## src/design/mse_pkg.sv

```systemverilog
// Shared constants for the merge sort engine.
`default_nettype none
package mse_pkg;
  localparam int DATA_W        = 32;
  localparam int DEFAULT_DEPTH = 64;
endpackage
`default_nettype wire

```

## src/design/mse_cmp.sv

```systemverilog
// Merge step unit: picks the next element from the heads of the two runs.
`default_nettype none
module mse_cmp (
  input  wire logic signed [mse_pkg::DATA_W-1:0] left_val,
  input  wire logic signed [mse_pkg::DATA_W-1:0] right_val,
  input  wire logic                              left_ok,
  input  wire logic                              right_ok,
  output logic                                   take_left,
  output logic signed [mse_pkg::DATA_W-1:0]      sel_val
);
  import mse_pkg::*;

  // Equal values take the left run, which keeps the merge stable.
  always_comb begin
    take_left = left_ok && (!right_ok || (left_val <= right_val));
    sel_val   = take_left ? left_val : right_val;
  end
endmodule
`default_nettype wire

```

## config.mk

```make
export PLATFORM = sky130hd
export DESIGN_NAME = mse_cmp
export DESIGN_NICKNAME = d
export VERILOG_FILES = /design/src/design/mse_pkg.sv /design/src/design/mse_cmp.sv
export SDC_FILE = /design/constraint.sdc
export NUM_CORES = 1
export LEC_CHECK = 0
export BUFFER_PORTS_ARGS = -buffer_cell sky130_fd_sc_hd__buf_2
export CORE_MARGIN = 4
export CORE_UTILIZATION = 47
export DETAILED_ROUTE_END_ITERATION = 16
export PLACE_DENSITY = 0.91
export SLEW_MARGIN = 20
export SYNTH_ARGS = -nofsm -noshare
export SYNTH_HDL_FRONTEND = slang
export SYNTH_SLANG_ARGS = --single-unit
```

## constraint.sdc

```tcl
create_clock -name vclk -period 4
set_input_delay 0.2 -clock vclk [all_inputs]
set_output_delay 0.2 -clock vclk [all_outputs]
set_load 0.1 [all_outputs]
```

After elaboration in Yosys (flattened, before gate mapping)
Index checks and enable logic that the tools add are counted.
{"block": "classes", "order_cmp": 1, "mux": 1, "reduce_logical": 3}
{"cell": "less-or-equal comparator 32 bit", "n": 1}
{"cell": "two-way mux 32 bit", "n": 1}
{"cell": "logical AND 1 bit", "n": 1}
{"cell": "zero test 1 bit", "n": 1}
{"cell": "logical OR 1 bit", "n": 1}
{"block": "word_totals", "regBits": 0, "in_bits": 66, "output_inout_bits": 33, "elab_cells": 5}

Longest topological paths before layout
Gate-level depths: netlist (run 1).
{"block": "logic_depth", "ltp_word": 4, "mapped_depth": 10}

Least setup slack after synthesis (run 1)
No wires, ideal clock.
{"block": "synth_timing", "kind": "input to output", "from": "input port right_val[30] (netlist bit)", "to": "output port sel_val[22] (netlist bit)", "t_arrival_ps": 2323, "required_ps": 3800, "path_slack_ps": 1477, "stages": 10, "path_cell_list": "inv_1 ha_1 a21oi_1 nand2_1 a221o_1 a211oi_2 and4_4 o21a_4 buf_12 mux2_4"}
{"block": "synth_via", "elab_chain_len": 4}
{"element": "start: declaration", "line_no": "mse_cmp.sv:5", "text": "input wire logic signed [mse_pkg::DATA_W-1:0] right_val,"}
{"element": "less-or-equal comparator 32 bit", "line_no": "mse_cmp.sv:15", "text": "take_left = left_ok && (!right_ok || (left_val <= right_val));"}
{"element": "logical OR 1 bit", "line_no": "mse_cmp.sv:15"}
{"element": "logical AND 1 bit", "line_no": "mse_cmp.sv:15"}
{"element": "net take_left", "line_no": "mse_cmp.sv:8", "text": "output logic take_left,"}
{"element": "two-way mux 32 bit", "line_no": "mse_cmp.sv:16", "text": "sel_val = take_left ? left_val : right_val;"}
{"element": "end: declaration", "line_no": "mse_cmp.sv:9", "text": "output logic signed [mse_pkg::DATA_W-1:0] sel_val"}
The timed path passes the listed nets, and every way through them passes these cells.

Worst setup path after layout (run 1)
{"block": "layout_timing", "from": "input port left_val[29] (netlist bit)", "to": "output port sel_val[6] (netlist bit)"}
{"block": "layout_via", "elab_chain_len": 4}
{"element": "start: declaration", "line_no": "mse_cmp.sv:4", "text": "input wire logic signed [mse_pkg::DATA_W-1:0] left_val,"}
{"element": "less-or-equal comparator 32 bit", "line_no": "mse_cmp.sv:15"}
{"element": "logical OR 1 bit", "line_no": "mse_cmp.sv:15"}
{"element": "logical AND 1 bit", "line_no": "mse_cmp.sv:15"}
{"element": "two-way mux 32 bit", "line_no": "mse_cmp.sv:16"}
Every way passes these cells.

==> results.json, run 1 <==
{
  "diodes": 0,
  "vdd_drop_max_mv": 0.228,
  "area_growth_pct": 34.2,
  "fillers": 243,
  "nets": 350,
  "synthesis.instances": 154,
  "chipHeight_um": 62.3,
  "hold_viol_final": 0,
  "whs_ns": 1.02,
  "nClkBuffers": 0,
  "crit_path_start": "left_val[29]",
  "grt_pass1_wl_mm": 5.50,
  "seq_cell_count": 0,
  "grt-ovfl-total": 0,
  "hold_start": "right_val[10]",
  "path_cells": "buf_2 -> ha_1 -> nand4_1 -> nor2_1 -> a221o_1 -> a211oi_2 -> and4_4 -> o21a_4 -> mux2_4 -> buf_2",
  "ys_seq_area_share_pct": 0,
  "synth_area_leader_cell": "mux2_4",
  "synth.cell_area_um2": 1390,
  "tns_ns": 0,
  "hold_depth": 3,
  "first_pass_iters": 4,
  "ios": 99,
  "post_drt_wl_per_cell_um": 11.9,
  "rsz0062_at_grt": "no",
  "yosys.cell_types.count": 27,
  "antenna_found_initial": 0,
  "drtIter0Drc": 9,
  "drc": 0,
  "place_congestion": 0.735,
  "rows": 19,
  "drive_gt1_share_pct": 54.0,
  "period_share_pct": 77.2,
  "port_buffers": 99,
  "holdPathEnd": "sel_val[10]",
  "cpMaxStageDelayCell": "o21a_4",
  "total_power_uw": 473,
  "multi_input_area_um2": 1210,
  "ant_nets": 0,
  "syn_avg_cell_area_um2": 9.00,
  "core_um2": 2780,
  "max_slew_margin_pct": 60.5,
  "power.density_nw_per_um2": 254,
  "leakage_uw": 0.00115,
  "final_max_slew_viol_count": 0,
  "ys_warn_count": 0,
  "die_area_um2": 3880,
  "hold_class": "input pin to output pin",
  "grt_pass1_vias": 1404,
  "start_util_pct": 49.8,
  "die_w_um": 62.3,
  "post_cts.repair.setup_buffers": 0,
  "seq_area_um2": 0,
  "start_kind": "input pin",
  "grt_max_degree": 33,
  "worst_pin_slew_ns": 0.592,
  "holdBufCountCts": 0,
  "finalCriticalPeriod_ns": 3.09,
  "synth_nets": 252,
  "utilization_pct": 66.9,
  "path_class": "input pin to output pin",
  "arrival_ns": 2.89,
  "status": "completed",
  "setup-violations-final": 0,
  "synthTopCellsByCount": "32 x ha_1, 32 x inv_1, 29 x mux2_4, 13 x a21oi_1, 7 x nand4_1",
  "cpMostUsedCell": "buf_2",
  "synthTopCellsByArea": "mux2_4 31%, ha_1 29%, inv_1 8.7%",
  "synth_top_area_share_pct": 31.4,
  "worst_setup_path_end_kind": "output pin",
  "vias_per_cell": 5.09,
  "crit_fanout": 32,
  "maxCapViolations": 0,
  "vias": 1430,
  "grtUsageTotal_pct": 15.5,
  "cts_resized": 0,
  "fmax_mhz": 324,
  "crit_required_ns": 3.80,
  "dp_hpwl_mm": 3.02,
  "slowest_delay_ns": 0.51,
  "wirelength_mm": 3.33
}
-- metrics by stage --
step	instances	instance area, µm²	setup WS, ns
after floorplan	154	1390	1.48
after global routing	281	1860	0.766
after global placement	281	1860	0.946
after CTS	281	1860	0.888
final	281	1860	0.912
after detailed placement	281	1860	0.901
-- worst max path at each step --
stage	endpoint	cells after the start	slack (ns)
2_1_floorplan	sel_val[22]	10	1.48
3_5_place_dp	sel_val[31]	10	0.90
5_1_grt	sel_val[31]	11	0.77
4_1_cts	sel_val[31]	10	0.89
6_report	sel_val[6]	10	0.91
3_3_place_gp	sel_val[31]	10	0.95
-- area by class of cell --
type	instances	share of cell area, %
Multi-Input combinational cell	119	64.8
Timing Repair Buffer	99	26.6
Inverter	32	6.46
Tap cell	31	2.08
-- routing by layer --
layer,global-route usage [%],vias to the layer above,routed length [µm]
li1,-,753,-
met1,18.1,627,1340
met2,30.6,50,1730
met3,2.34,0,254
met4,0.265,0,0
met5,0,-,0
-- critical path: cells and delay by family --
| kind | cells | cell delay [ns] |
|---|---|---|
| and+or+nand+nor | 3 | 0.53 |
| adders and majority gates | 1 | 0.31 |
| muxes | 1 | 0.26 |
| AOI/OAI and AO/OA | 3 | 1.03 |
| buffers and inverters | 2 | 0.53 |
-- cells in the final DEF (no fill, tap or decap), drive strengths merged, types with 4 or more instances in the layout --
master and n:
a21oi 13, buf 99, ha 32, inv 32, mux2 31, nand2 5
nand3 5, nand4 7, nor2 4
-- kinds of logic after synthesis --
group / after synthesis / share of synthesized area (%)
multiplexers: 31 / 33.0
adder cells (fa/ha/maj): 32 / 28.9
buffers and inverters: 35 / 13.0
AND/OR/NAND/NOR: 29 / 11.7
AO/OA/AOI/OAI: 27 / 13.4
-- power by group --
group,leakage (µW),internal [µW],switching (µW)
sequential,0,0,0
combinational,0.00115,131,342
clock,0,0,0
Power figures use the tool's default switching activity.
==> run 2: changes to the inputs <==
--- a/config.mk
+++ b/config.mk
@@ -7,9 +7,9 @@
 export LEC_CHECK = 0
 export BUFFER_PORTS_ARGS = -buffer_cell sky130_fd_sc_hd__buf_2
 export CORE_MARGIN = 4
-export CORE_UTILIZATION = 47
+export CORE_UTILIZATION = 44
 export DETAILED_ROUTE_END_ITERATION = 16
-export PLACE_DENSITY = 0.91
+export PLACE_DENSITY = 0.85
 export SLEW_MARGIN = 20
 export SYNTH_ARGS = -nofsm -noshare
 export SYNTH_HDL_FRONTEND = slang
==> constraint.sdc (replaced) <==
create_clock -name vclk -period 3.1
set_input_delay 0.155 -clock vclk [all_inputs]
set_output_delay 0.155 -clock vclk [all_outputs]
set_load 0.1 [all_outputs]
==> run 2 against run 1 <==
Global-route usage up 4.5 points. Utilization up 12 points. Design area increased by 28%. Combinational power is 64% higher. Non-clock buffer count up 3. Via count rose by 6.9%. Die area rose by 5.9%. Power rose by 65%. Worst hold slack worse by 0.31 ns.
==> results.json, run 2 (same netlist as run 1, synthesis figures left out) <==
{
  "status": "completed",
  "rsz0062_at_grt": "no",
  "placedCellCount": 297,
  "path_class": "input pin to output pin",
  "vias_per_cell": 5.15,
  "start_kind": "input pin",
  "worst_pin_slew_ns": 0.485,
  "grt_pass1_vias": 1701,
  "p_seq_share_pct": 0,
  "maxCapViolations": 0,
  "chipHeight_um": 64.1,
  "place_congestion": 0.722,
  "p_comb_share_pct": 100.0,
  "crit_required_ns": 2.94,
  "seq_cell_count": 0,
  "hold_viol_final": 0,
  "start_util_pct": 45.8,
  "arrival_ns": 2.64,
  "total_power_uw": 778,
  "antenna_found_initial": 0,
  "final_max_slew_viol_count": 0,
  "final_cell_mix": "69 x buf_2, 32 x inv_1, 32 x ha_1, 32 x buf_12, 29 x mux2_4",
  "crit_fanout": 14,
  "whs_ns": 0.710,
  "p_sw_uw": 475,
  "power.density_nw_per_um2": 328,
  "post_cts.repair.setup_buffers": 0,
  "grtUsageTotal_pct": 20.0,
  "hold_class": "input pin to output pin",
  "port_buffers": 99,
  "vias": 1529,
  "diodes": 0,
  "clock_power_share_pct": 0,
  "fmax_mhz": 358,
  "placed_cell_area_um2": 2370,
  "grt_max_degree": 15,
  "nClkBuffers": 0,
  "worst_setup_path_end_kind": "output pin",
  "seq_area_um2": 0,
  "tns_ns": 0,
  "grt-ovfl-total": 0,
  "drive_gt1_share_pct": 54.5,
  "core_um2": 3030,
  "die_area_um2": 4110,
  "max_slew_margin_pct": 67.9,
  "ios": 99,
  "finalCriticalPeriod_ns": 2.79,
  "post_drt_wl_per_cell_um": 14.1,
  "first_pass_iters": 4,
  "period_share_pct": 90.1,
  "cts_resized": 0,
  "final_common_cell": "buf_2",
  "drc": 0,
  "vdd_drop_max_mv": 0.206,
  "final_cells": 297,
  "stdcell_area_um2": 2370,
  "setup-violations-final": 0,
  "die_w_um": 64.1,
  "area_growth_pct": 71.3,
  "drtIter0Drc": 27,
  "wirelength_mm": 4.20,
  "dp_hpwl_mm": 3.92,
  "internal_power_uw": 303,
  "rows": 20,
  "grt_pass1_wl_mm": 6.89,
  "ant_nets": 0,
  "holdBufCountCts": 0,
  "leakage_uw": 0.00133,
  "nets": 353,
  "swShare_pct": 61.1
}
run 2: path summary, 6_finish.rpt:
check	start	endpoint	depth (start not counted)
hold / removal	right_val[7]	sel_val[7]	3
setup / recovery	right_val[31]	sel_val[22]	12
run 2: worst max-delay path, cell delays in order:
cell      delay [ns]
buf_2           0.10
inv_1           0.04
ha_1            0.32
nand4_1         0.20
nor2_1          0.07
a221o_1         0.33
a211oi_2        0.21
and4_4          0.28
o21a_4          0.23
buf_12          0.19
mux2_4          0.34
buf_12          0.17
run 2: area by class of cell:
cell class                 count  area, µm²
inverter                      32        120
tap                           44       55.1
fill                         218        653
multi-input combinational    119       1210
timing repair buffer         102        993
run 2: power by group through the flow:
stage | Clock (µW) | Sequential (µW) | Combinational [µW]
2_1_floorplan | 0 | 0 | 519
3_3_place_gp | 0 | 0 | 763
3_5_place_dp | 0 | 0 | 780
4_1_cts | 0 | 0 | 782
5_1_grt | 0 | 0 | 809
6_report | 0 | 0 | 778
run 2: metrics by stage:
step / utilization [%] / setup slack [ns]
finish: 78.4 / 0.308
global route: 78.4 / 0.213
CTS: 78.4 / 0.317
detailed placement: 78.4 / 0.327
global placement: 78.4 / 0.417
floorplan: - / 0.667
run 2: metal layers:
| metal | GRT usage (%) | part of all wire [%] |
|---|---|---|
| met5 | 0 | 0 |
| met4 | 4.49 | 2.0 |
| met3 | 2.81 | 6.4 |
| met2 | 44.3 | 57 |
| met1 | 18.2 | 34 |
